## config.mk

```make
export PLATFORM = sky130hd
export DESIGN_NAME = line_code_4b5b_frame_receiver_unit
export DESIGN_NICKNAME = d
export VERILOG_FILES = /design/src/hdl/lc4b5b_pkg.sv /design/src/hdl/line_code_4b5b_frame_receiver_unit.sv
export SDC_FILE = /design/constraint.sdc
export NUM_CORES = 1
export LEC_CHECK = 0
export ABC_CLOCK_PERIOD_IN_PS = 5900
export BUFFER_PORTS_ARGS = -buffer_cell sky130_fd_sc_hd__buf_2
export CAP_MARGIN = 20
export CELL_PAD_IN_SITES_DETAIL_PLACEMENT = 0
export CELL_PAD_IN_SITES_GLOBAL_PLACEMENT = 1
export CORE_UTILIZATION = 25
export DETAILED_ROUTE_END_ITERATION = 10
export GPL_ROUTABILITY_DRIVEN = 0
export PLACE_DENSITY_LB_ADDON = 0.15
export SYNTH_ARGS = -nofsm -noshare
export SYNTH_HDL_FRONTEND = slang
export SYNTH_SLANG_ARGS = --single-unit
```

## constraint.sdc

```tcl
create_clock -name clock -period 5.9 [get_ports clock]
set_input_delay 0.295 -clock clock [delete_from_list [all_inputs] [get_ports clock]]
set_output_delay 0.295 -clock clock [all_outputs]
set_load 0.005 [all_outputs]
```

## src/hdl/lc4b5b_pkg.sv

```systemverilog
// ----------------------------------------------------------------------------
// lc4b5b_pkg
// Shared types, constants and the 4B5B symbol decoder for the 4B5B frame
// receiver and its checker.
// ----------------------------------------------------------------------------
package lc4b5b_pkg;

   // frame machine phases
   typedef enum logic [1:0] {
      PH_HUNT1   = 2'd0,
      PH_HUNT2   = 2'd1,
      PH_PAYLOAD = 2'd2,
      PH_CHECK   = 2'd3
   } phase_type;

   // result kinds
   localparam logic [1:0] KIND_PAYLOAD = 2'd0;
   localparam logic [1:0] KIND_GOOD    = 2'd1;
   localparam logic [1:0] KIND_BAD     = 2'd2;

   // frame constants
   localparam logic [7:0] START_A    = 8'h18;
   localparam logic [7:0] START_B    = 8'h11;
   localparam logic [7:0] CHECK_SEED = 8'hFF;

   // payload length cap, clipped to what the 8-bit register can hold
   localparam int unsigned MAX_PAYLOAD = 255;
   localparam logic [7:0]  MAX_LEN_CAP = (MAX_PAYLOAD > 255) ? 8'hFF : 8'(MAX_PAYLOAD);

   // bit position of the last bit of a symbol pair
   localparam logic [3:0] LAST_BIT_POS = 4'd9;

   // csr register word index
   localparam logic REG_PAYLOAD_LENGTH = 1'b0;

   // one result item
   typedef struct packed {
      logic [1:0] result_kind;
      logic [7:0] received_byte;
      logic       last_of_frame;
   } rsp_item_type;

   // 4B5B data symbol to nibble; codes outside the table give 0
   function automatic logic [3:0] decode_symbol(input logic [4:0] code);
      logic [3:0] nib;
      case (code)
         5'b01001: nib = 4'h1;
         5'b01010: nib = 4'h4;
         5'b01011: nib = 4'h5;
         5'b01110: nib = 4'h6;
         5'b01111: nib = 4'h7;
         5'b10010: nib = 4'h8;
         5'b10011: nib = 4'h9;
         5'b10100: nib = 4'h2;
         5'b10101: nib = 4'h3;
         5'b10110: nib = 4'hA;
         5'b10111: nib = 4'hB;
         5'b11010: nib = 4'hC;
         5'b11011: nib = 4'hD;
         5'b11100: nib = 4'hE;
         5'b11101: nib = 4'hF;
         5'b11110: nib = 4'h0;
         default:  nib = 4'h0;
      endcase
      return nib;
   endfunction

endpackage

```

## src/hdl/line_code_4b5b_frame_receiver_unit.sv

```systemverilog
// ----------------------------------------------------------------------------
// line_code_4b5b_frame_receiver_unit
// Gathers sampled line bits into 4B5B symbol pairs, decodes bytes, hunts for
// the start pair 0x18 0x11 and delivers payload bytes and a checksum status.
// ----------------------------------------------------------------------------
// The block takes one line bit per cycle on the req channel while req_ready is
// high, with no gaps needed: the symbol shifter, the 4B5B table and the frame
// machine all act on each transfer. Every tenth bit completes a symbol pair and
// may yield one result (payload byte, or checksum status with last_of_frame
// set). Results wait in a two-entry buffer (output register plus skid
// register), so req_ready drops only when both entries are full; with rsp_ready
// held high the block sustains one bit per cycle. payload_length sits at byte
// address 0 of the csr port and resets to 4.
module line_code_4b5b_frame_receiver_unit
   import lc4b5b_pkg::*;
(
   input  logic        clock,
   input  logic        reset,
   // bit input
   input  logic        req_valid,
   output logic        req_ready,
   input  logic        req_line_bit,
   // results
   output logic        rsp_valid,
   input  logic        rsp_ready,
   output logic [1:0]  rsp_result_kind,
   output logic [7:0]  rsp_received_byte,
   output logic        rsp_last_of_frame,
   // csr port
   input  logic        csr_psel,
   input  logic        csr_penable,
   input  logic        csr_pwrite,
   input  logic [2:0]  csr_paddr,
   input  logic [31:0] csr_pwdata,
   output logic [31:0] csr_prdata,
   output logic        csr_pready
);

   logic [7:0]   payload_length_ff;
   logic [8:0]   shift_ff, shift_in;
   logic [3:0]   pos_ff, pos_in;
   phase_type    phase_ff, phase_in;
   logic [7:0]   count_ff, count_in;
   logic [7:0]   csum_ff, csum_in;

   logic         out_valid_ff, out_valid_in;
   rsp_item_type out_item_ff, out_item_in;
   logic         skid_valid_ff, skid_valid_in;
   rsp_item_type skid_item_ff, skid_item_in;

   logic         req_accept;
   logic         rsp_pop;
   logic         produce;
   rsp_item_type new_item;
   logic [9:0]   pair;
   logic [7:0]   dec_byte;
   logic [7:0]   eff_len;
   logic [7:0]   count_next;
   logic         csr_write;

   assign req_ready  = !skid_valid_ff;
   assign req_accept = req_valid && req_ready;
   assign rsp_pop    = out_valid_ff && rsp_ready;

   // csr access
   assign csr_pready = 1'b1;
   assign csr_write  = csr_psel && csr_penable && csr_pwrite && csr_pready
                       && (csr_paddr[2] == REG_PAYLOAD_LENGTH);
   assign csr_prdata = (csr_paddr[2] == REG_PAYLOAD_LENGTH) ? {24'd0, payload_length_ff}
                                                            : 32'd0;

   always_ff @(posedge clock) begin
      if (reset) begin
         payload_length_ff <= 8'd4;
      end else if (csr_write) begin
         payload_length_ff <= csr_pwdata[7:0];
      end
   end

   // symbol pair decode, new bit lands on top
   assign pair     = {req_line_bit, shift_ff};
   assign dec_byte = {decode_symbol(pair[9:5]), decode_symbol(pair[4:0])};
   assign eff_len  = (payload_length_ff > MAX_LEN_CAP) ? MAX_LEN_CAP : payload_length_ff;
   assign count_next = count_ff + 8'd1;

   // next state of shifter and frame machine
   always_comb begin
      shift_in = shift_ff;
      pos_in   = pos_ff;
      phase_in = phase_ff;
      count_in = count_ff;
      csum_in  = csum_ff;
      produce  = 1'b0;
      new_item = '{result_kind: KIND_PAYLOAD, received_byte: dec_byte, last_of_frame: 1'b0};
      if (req_accept) begin
         if (pos_ff >= LAST_BIT_POS) begin
            pos_in = 4'd0;
            unique case (phase_ff)
               PH_HUNT1: begin
                  if (dec_byte == START_A) begin
                     phase_in = PH_HUNT2;
                  end
               end
               PH_HUNT2: begin
                  if (dec_byte == START_B) begin
                     csum_in  = CHECK_SEED;
                     count_in = 8'd0;
                     phase_in = (eff_len == 8'd0) ? PH_CHECK : PH_PAYLOAD;
                  end else begin
                     phase_in = PH_HUNT1;
                  end
               end
               PH_PAYLOAD: begin
                  csum_in  = csum_ff ^ dec_byte;
                  count_in = count_next;
                  if (count_next >= eff_len) begin
                     phase_in = PH_CHECK;
                  end
                  produce  = 1'b1;
               end
               PH_CHECK: begin
                  new_item.result_kind   = (dec_byte == csum_ff) ? KIND_GOOD : KIND_BAD;
                  new_item.last_of_frame = 1'b1;
                  produce  = 1'b1;
                  phase_in = PH_HUNT1;
                  count_in = 8'd0;
                  csum_in  = CHECK_SEED;
               end
               default: phase_in = PH_HUNT1;
            endcase
         end else begin
            shift_in = {req_line_bit, shift_ff[8:1]};
            pos_in   = pos_ff + 4'd1;
         end
      end
   end

   always_ff @(posedge clock) begin
      if (reset) begin
         pos_ff   <= 4'd0;
         phase_ff <= PH_HUNT1;
         count_ff <= 8'd0;
         csum_ff  <= CHECK_SEED;
      end else begin
         pos_ff   <= pos_in;
         phase_ff <= phase_in;
         count_ff <= count_in;
         csum_ff  <= csum_in;
      end
   end

   // shifter holds payload only, position qualifies it
   always_ff @(posedge clock) begin
      shift_ff <= shift_in;
   end

   // two-entry result buffer
   always_comb begin
      out_valid_in  = out_valid_ff;
      out_item_in   = out_item_ff;
      skid_valid_in = skid_valid_ff;
      skid_item_in  = skid_item_ff;
      if (skid_valid_ff) begin
         if (rsp_pop) begin
            out_item_in   = skid_item_ff;
            skid_valid_in = 1'b0;
         end
      end else if (produce) begin
         if (!out_valid_ff || rsp_pop) begin
            out_valid_in = 1'b1;
            out_item_in  = new_item;
         end else begin
            skid_valid_in = 1'b1;
            skid_item_in  = new_item;
         end
      end else if (rsp_pop) begin
         out_valid_in = 1'b0;
      end
   end

   always_ff @(posedge clock) begin
      if (reset) begin
         out_valid_ff  <= 1'b0;
         skid_valid_ff <= 1'b0;
      end else begin
         out_valid_ff  <= out_valid_in;
         skid_valid_ff <= skid_valid_in;
      end
   end

   always_ff @(posedge clock) begin
      out_item_ff  <= out_item_in;
      skid_item_ff <= skid_item_in;
   end

   assign rsp_valid         = out_valid_ff;
   assign rsp_result_kind   = out_item_ff.result_kind;
   assign rsp_received_byte = out_item_ff.received_byte;
   assign rsp_last_of_frame = out_item_ff.last_of_frame;

endmodule

```

==> results.ini, run 1 <==
[placed_design]
dpl_worst_slack_ns=2.75
portBuffers=37
post_dp_cell_area_um2=4030
dp_hpwl_mm=6.03
placedCellCount=605

[outcome]
violations=design-rule violations
outcome=complete, but fails checks

[cells_and_area]
area_delta_synth_final_pct=14.9
area.sequential_um2=1650
nFillCells=1556
final_layout_size_suffix_gt1_frac=0.158
layout.nets=492
utilization=0.297
antenna_cells=0
multiInputGateArea_um2=1860
final_cell_area_um2=4350
fin_cells=622

[cts]
cts_buffers=9
cts_sinks=67
root_buffer=clkbuf_16
cts_tree=yes
htree_num_levels=3
clock_tree.buffer_depth=2
clk_pin_slew_ns=0.06
clk_latency_ns=0.33
post-cts-setup-buffers=0
ctsHoldBuffers=0
post_cts_resized=0

[logic_synthesis]
netlist_top_cells_count=nand2_1 (43), a21oi_1 (36), dfxtp_1 (36), edfxtp_1 (31), nor2_1 (26)
ys_ff_latch=67
synth_cell_type_count=61
yosysWarnings=0
synth-edff-count=31
synth_top_flop_cell=dfxtp_1
synthArstFlopShare=0
yosysMostFrequentCell=nand2_1
synth_cells=405
yosysTopAreaCell=edfxtp_1
synth.top_cell.area_share=0.246
synth_seq_area_share=0.436
synth_area_leaders=edfxtp_1 (25%), dfxtp_1 (19%), ha_1 (5.3%), buf_4 (5.0%), a21oi_1 (4.8%)
synth_area_um2=3790
synth.avg_cell_area_um2=9.35

[hold_path]
holdPathEnd=skid_valid_ff$_SDFF_PP0_
hp-class=in -> reg
hold_path_startpoint=rsp_ready
holdPathStages=2

[sta]
fin_ws_ns=3.11
holdWs_ns=0.178
fin_skew_ns=0.00604
worst_pin_slew_ns=0.991
setup_viol=0
slew_headroom=0.339
hold_viol=0
rsz0062_at_grt=false
fin_crit_sh=0.472
slew_violations=0
fin_setup_tns_ns=0
period_needed_ns=2.79
fmax_ghz=0.359

[routing]
post-route-drc-count=8
drt-wirelength-per-cell_um=13.4
finalWirelength_mm=8.35
via_per_inst=4.58
ant_nets=0
drt-initial-drc-count=160
vias=2851
drt_first_pass_iters=9

[grt]
antenna_found_initial=0
grtUsageTotal=0.114
grt_overflow_total=0
grt_pass1_wl_mm=13.9
grt_max_degree=31
grt_pass1_vias=2666

[floorplanning]
fp.dieW_um=125
die_h_um=125
dieArea_um2=15600
initial_core_util=0.259
fp.coreArea_um2=14600
ios=89
rows=44

[critical_path]
regToRegSetupSlack_ns=3.11
critPathRequiredTime_ns=5.85
worst_setup_path_end_kind=flop
start_kind=flop
reg2reg_to=rsp_received_byte[7]$_DFFE_PP_
worst-r2r-cell-count=5
worstSetupPathType=reg -> reg
worstPathMaxFanout=15
crit_arrival_ns=2.74
r2r_start=pos_ff[0]$_SDFFE_PP0P_

[power]
p_total_mw=1.15
ir_worst_vdd_mv=0.128
p_leak_nw=1.73
powerDensity_nw_per_um2=265

[job]
maxCapViolCount=0

## worst max-delay path, stage by stage (launching register included)
cell and delay, ns:
dfxtp_1 0.38, inv_1 0.09, ha_1 0.21, or3b_1 0.22, nand3_1 0.51, a21oi_1 0.98
## sequential cells by signal, indices dropped and copies added (netlist names), named ones only
signal             count
rsp_valid              1
skid_item_ff          11
rsp_received_byte      8
shift_ff               9
pos_ff                 4
payload_length_ff      8
rsp_last_of_frame      1
rsp_result_kind        2
skid_valid_ff          1
csum_ff                8
dec_byte               4
phase_ff               1
count_ff               8
## how the worst max path moves through the flow
stage                      startpoint                             end  slack (ns)  cells past startpoint
2_1_floorplan  pos_ff[1]$_SDFFE_PP0P_             dec_byte[1]$_DFF_P_        3.14                     10
3_3_place_gp   pos_ff[1]$_SDFFE_PP0P_             dec_byte[1]$_DFF_P_        2.80                      9
3_5_place_dp   pos_ff[1]$_SDFFE_PP0P_             dec_byte[1]$_DFF_P_        2.75                      9
4_1_cts        pos_ff[1]$_SDFFE_PP0P_             dec_byte[1]$_DFF_P_        2.76                      9
5_1_grt        pos_ff[0]$_SDFFE_PP0P_  rsp_received_byte[7]$_DFFE_PP_        2.92                      5
6_report       pos_ff[0]$_SDFFE_PP0P_  rsp_received_byte[7]$_DFFE_PP_        3.11                      5
## where the power goes
group / internal [mW] / switching, mW / total [mW]
registers: 0.497 / 0.0181 / 0.515
clock network: 0.367 / 0.194 / 0.561
logic: 0.0335 / 0.0444 / 0.0780
## cell usage in the layout (no fill, tap or decap), drive strengths merged, types with 4 or more instances in the layout
cell / synthesis / routed
o21ai: 18 / 18
xor2: 5 / 5
nand2: 43 / 43
a21oi: 36 / 36
nand3: 13 / 13
nor2: 27 / 27
nand3b: 6 / 6
clkbuf: 16 / 10
conb: 2 / 25
buf: 29 / 39
ha: 16 / 16
nor2b: 8 / 8
inv: 23 / 23
nor3: 4 / 4
edfxtp: 31 / 31
mux2: 9 / 9
a211oi: 5 / 5
xnor2: 8 / 8
nand2b: 6 / 6
dfxtp: 36 / 36
## area by class of cell
type | count | share of cell area
Sequential cell | 67 | 0.380
Tap cell | 184 | 0.0529
Multi-Input combinational cell | 293 | 0.429
Inverter | 23 | 0.0198
Clock buffer | 10 | 0.0526
Clock inverter | 6 | 0.0187
Timing Repair Buffer | 39 | 0.0477
## layer usage
metal  global-route usage  vias to the layer above  share of wire
met5                    0                        -              0
met4               0.0495                        0          0.017
li1                     -                     1452              -
met1                0.153                     1335           0.51
met3               0.0278                       10          0.034
met2                0.172                       54           0.44
## kinds of logic (layout without fill, tap and decap cells)
family                     after synthesis  count (layout)  synth area share
and+or+nand+nor                        132             132             0.175
AOI/OAI and AO/OA                       94              94             0.170
buffers and inverters                   68              78            0.0952
DFF                                     67              67             0.436
adders and majority gates               17              17            0.0555
xor gates and xnor gates                13              13            0.0301
muxes                                   12              12            0.0357
other                                    2              25           0.00198
Power figures use the tool's default switching activity.
==> inputs of run 2 (changes only) <==
--- a/config.mk
+++ b/config.mk
@@ -5,7 +5,8 @@
 export SDC_FILE = /design/constraint.sdc
 export NUM_CORES = 1
 export LEC_CHECK = 0
-export ABC_CLOCK_PERIOD_IN_PS = 5900
+export ABC_AREA = 1
+export ABC_CLOCK_PERIOD_IN_PS = 2900
 export BUFFER_PORTS_ARGS = -buffer_cell sky130_fd_sc_hd__buf_2
 export CAP_MARGIN = 20
 export CELL_PAD_IN_SITES_DETAIL_PLACEMENT = 0
==> constraint.sdc (replaced) <==
create_clock -name clock -period 2.9 [get_ports clock]
set_input_delay 0.145 -clock clock [delete_from_list [all_inputs] [get_ports clock]]
set_output_delay 0.145 -clock clock [all_outputs]
set_load 0.005 [all_outputs]
==> results.ini, run 2 <==
[grt]
grtUsageTotal=0.113  ; -0.000856
grt_pass1_vias=2709  ; +1.6%
antenna_found_initial=0  ; unchanged
grt_max_degree=27  ; -13%
grt_pass1_wl_mm=13.8  ; -0.64%
grt_overflow_total=0  ; unchanged

[routing]
via_per_inst=4.19  ; -8.7%
ant_nets=0  ; unchanged
drt-initial-drc-count=126  ; -21%
post-route-drc-count=0  ; -8
finalWirelength_mm=8.31  ; -0.56%
drt-wirelength-per-cell_um=12.1  ; -10%
vias=2880  ; +1.0%
drt_first_pass_iters=4  ; -5

[cells_and_area]
reg.largest.list=skid_item_ff x11, shift_ff x9
layout.nets=558  ; +13%
layout_common_cells=nand2_1 (99), inv_1 (63), nor2_1 (41)
antenna_cells=0  ; unchanged
area.sequential_um2=1650  ; unchanged
area_delta_synth_final_pct=15.8
largest_reg_flops=11  ; unchanged
utilization=0.297  ; about the same
final_layout_size_suffix_gt1_frac=0.159  ; +0.00120
nFillCells=1553  ; -0.19%
multiInputGateArea_um2=1670  ; -11%
layout_commonest_cell=nand2_1
final_cell_area_um2=4330  ; -0.43%
regMostFlops=skid_item_ff

[sta]
setup_viol=0  ; unchanged
fmax_ghz=0.438  ; +22%
fin_skew_ns=0.00598  ; -0.0000594 ns
period_needed_ns=2.28  ; -0.504 ns
fin_crit_sh=0.787  ; +0.315
slew_headroom=0.387  ; +0.0481
rsz0062_at_grt=false
worst_pin_slew_ns=0.918  ; -0.0731 ns
fin_setup_tns_ns=0  ; unchanged
slew_violations=0  ; unchanged
hold_viol=0  ; unchanged

[floorplanning]
fp.coreArea_um2=14600  ; -0.38%
initial_core_util=0.256  ; -0.00211
rows=44  ; unchanged
die_h_um=124  ; -0.59%
dieArea_um2=15500  ; -1.2%
ios=89  ; unchanged
fp.dieW_um=124  ; -0.59%

[hold_path]
holdPathStages=3  ; +1
hp-class=in -> reg

[power]
ir_worst_vdd_mv=0.260  ; +100%
powerDensity_nw_per_um2=548  ; +110%
p_leak_nw=2.04  ; +18%

[logic_synthesis]
synth.top_cell.area_share=0.249  ; +0.00296
yosysTopAreaCell=edfxtp_1
synth_area_leaders=edfxtp_1 (25%), dfxtp_1 (19%), nand2_1 (9.9%), inv_1 (6.3%), ha_1 (5.4%)
netlist_top_cells_count=nand2_1 (99), inv_1 (63), nor2_1 (41), dfxtp_1 (36), nand3_1 (32)
synth.avg_cell_area_um2=8.13  ; -13%
yosysWarnings=0  ; unchanged
synth_top_flop_cell=dfxtp_1
synth-edff-count=31  ; unchanged
synthArstFlopShare=0  ; unchanged
synth_cell_type_count=34  ; -44%
synth_seq_area_share=0.441  ; +0.00525
yosysMostFrequentCell=nand2_1
synth_area_um2=3740  ; -1.2%
ys_ff_latch=67  ; unchanged
synth_cells=460  ; +14%

[cts]
post-cts-setup-buffers=0  ; unchanged
clk_pin_slew_ns=0.06  ; about the same
htree_num_levels=3  ; unchanged
cts_buffers=9  ; unchanged
clk_latency_ns=0.33  ; about the same
root_buffer=clkbuf_16
post_cts_resized=0  ; unchanged
cts_sinks=67  ; unchanged
cts_tree=yes
ctsHoldBuffers=0  ; unchanged
clock_tree.buffer_depth=2  ; unchanged

[outcome]
outcome=finished, final reports clean

[critical_path]
worst_setup_path_end_kind=flop
critPathRequiredTime_ns=3.10  ; -2.75 ns
worstSetupPathType=reg -> reg
regToRegSetupSlack_ns=0.62  ; -2.50 ns
crit_arrival_ns=2.48  ; -0.26 ns
worstPathMaxFanout=11  ; -4
worst-r2r-cell-count=11  ; +6
start_kind=flop

[job]
maxCapViolCount=0  ; unchanged

[placed_design]
post_dp_cell_area_um2=4010  ; -0.28%
dp_hpwl_mm=5.94  ; -1.6%
portBuffers=37  ; unchanged

-- run 2: cell types whose count changed in the layout (fill, tap and decap cells not counted), sizes merged, moves of 4 or more --
| cell | change |
|---|---|
| nand2b | -6 |
| nand3 | +31 |
| nor2b | -8 |
| nand3b | -6 |
| mux2 | -9 |
| nand2 | +57 |
| o21ai | +7 |
| nor2 | +19 |
| inv | +43 |
| nand4 | +4 |
| a211oi | -5 |
| a21oi | -12 |
-- run 2: final cells by class --
cell class | instances | area share
flip-flops and latches | 67 | 0.381
well taps | 184 | 0.0531
clock inverters | 6 | 0.0205
clock buffers | 10 | 0.0529
repair buffers | 42 | 0.0514
multi-input cells | 314 | 0.384
inverters | 65 | 0.0563
-- run 2: per-layer routing --
layer / wire [um] / track usage / up-vias
li1: - / - / 1510
met1: 4190 / 0.148 / 1293
met2: 3580 / 0.175 / 67
met3: 388 / 0.0309 / 10
met4: 146 / 0.0446 / 0
met5: 0 / 0 / -
-- run 2: worst paths after layout --
kind | startpoint | endpoint
worst max-delay path | pos_ff[1]$_SDFFE_PP0P_ | dec_byte[2]$_DFF_P_
worst min-delay path | csr_pwdata[2] | payload_length_ff[2]$_SDFFE_PP1P_
worst max register to register | pos_ff[1]$_SDFFE_PP0P_ | dec_byte[2]$_DFF_P_
worst min register to register | shift_ff[2]$_DFFE_PP_ | shift_ff[1]$_DFFE_PP_
-- run 2: worst max-delay path, stage by stage (launching register included) --
cell	delay (ns)
dfxtp_1	0.38
inv_1	0.08
ha_1	0.18
nor2_1	0.08
nand2_1	0.08
nand2_1	0.06
nand2_1	0.23
o21ai_0	0.39
inv_1	0.16
ha_1	0.32
nand3_1	0.08
o21ai_0	0.09
-- run 2: kinds of logic (layout without fill, tap and decap cells) --
| kind of cell | count (synthesis) | after routing | synth area share |
|---|---|---|---|
| AO/OA/AOI/OAI | 54 | 54 | 0.0776 |
| XOR/XNOR | 13 | 13 | 0.0304 |
| adder cells (fa/ha/maj) | 16 | 16 | 0.0535 |
| buffers and inverters | 102 | 123 | 0.136 |
| flip-flops | 67 | 67 | 0.441 |
| multiplexers | 1 | 1 | 0.00268 |
| other | 2 | 25 | 0.00201 |
| AND/OR/NAND/NOR | 205 | 205 | 0.256 |
-- run 2: metrics by stage --
| stage | hold WS (ns) | setup slack [ns] | power, mW | std cells |
|---|---|---|---|---|
| 2_1_floorplan | 0.214 | 0.701 | 1.18 | 483 |
| 3_3_place_gp | 0.373 | 0.665 | 1.21 | 672 |
| 3_5_place_dp | 0.371 | 0.605 | 1.21 | 672 |
| 4_1_cts | 0.0232 | 0.597 | 2.40 | 688 |
| 5_1_grt | 0.0350 | 0.375 | 2.47 | 688 |
| 6_report | 0.0319 | 0.617 | 2.37 | 688 |
-- run 2: power by group --
part           internal (mW)  leakage [nW]  switching, mW
Combinational         0.0515          1.31          0.106
Clock                  0.755         0.151          0.429
Sequential              1.01         0.582         0.0202
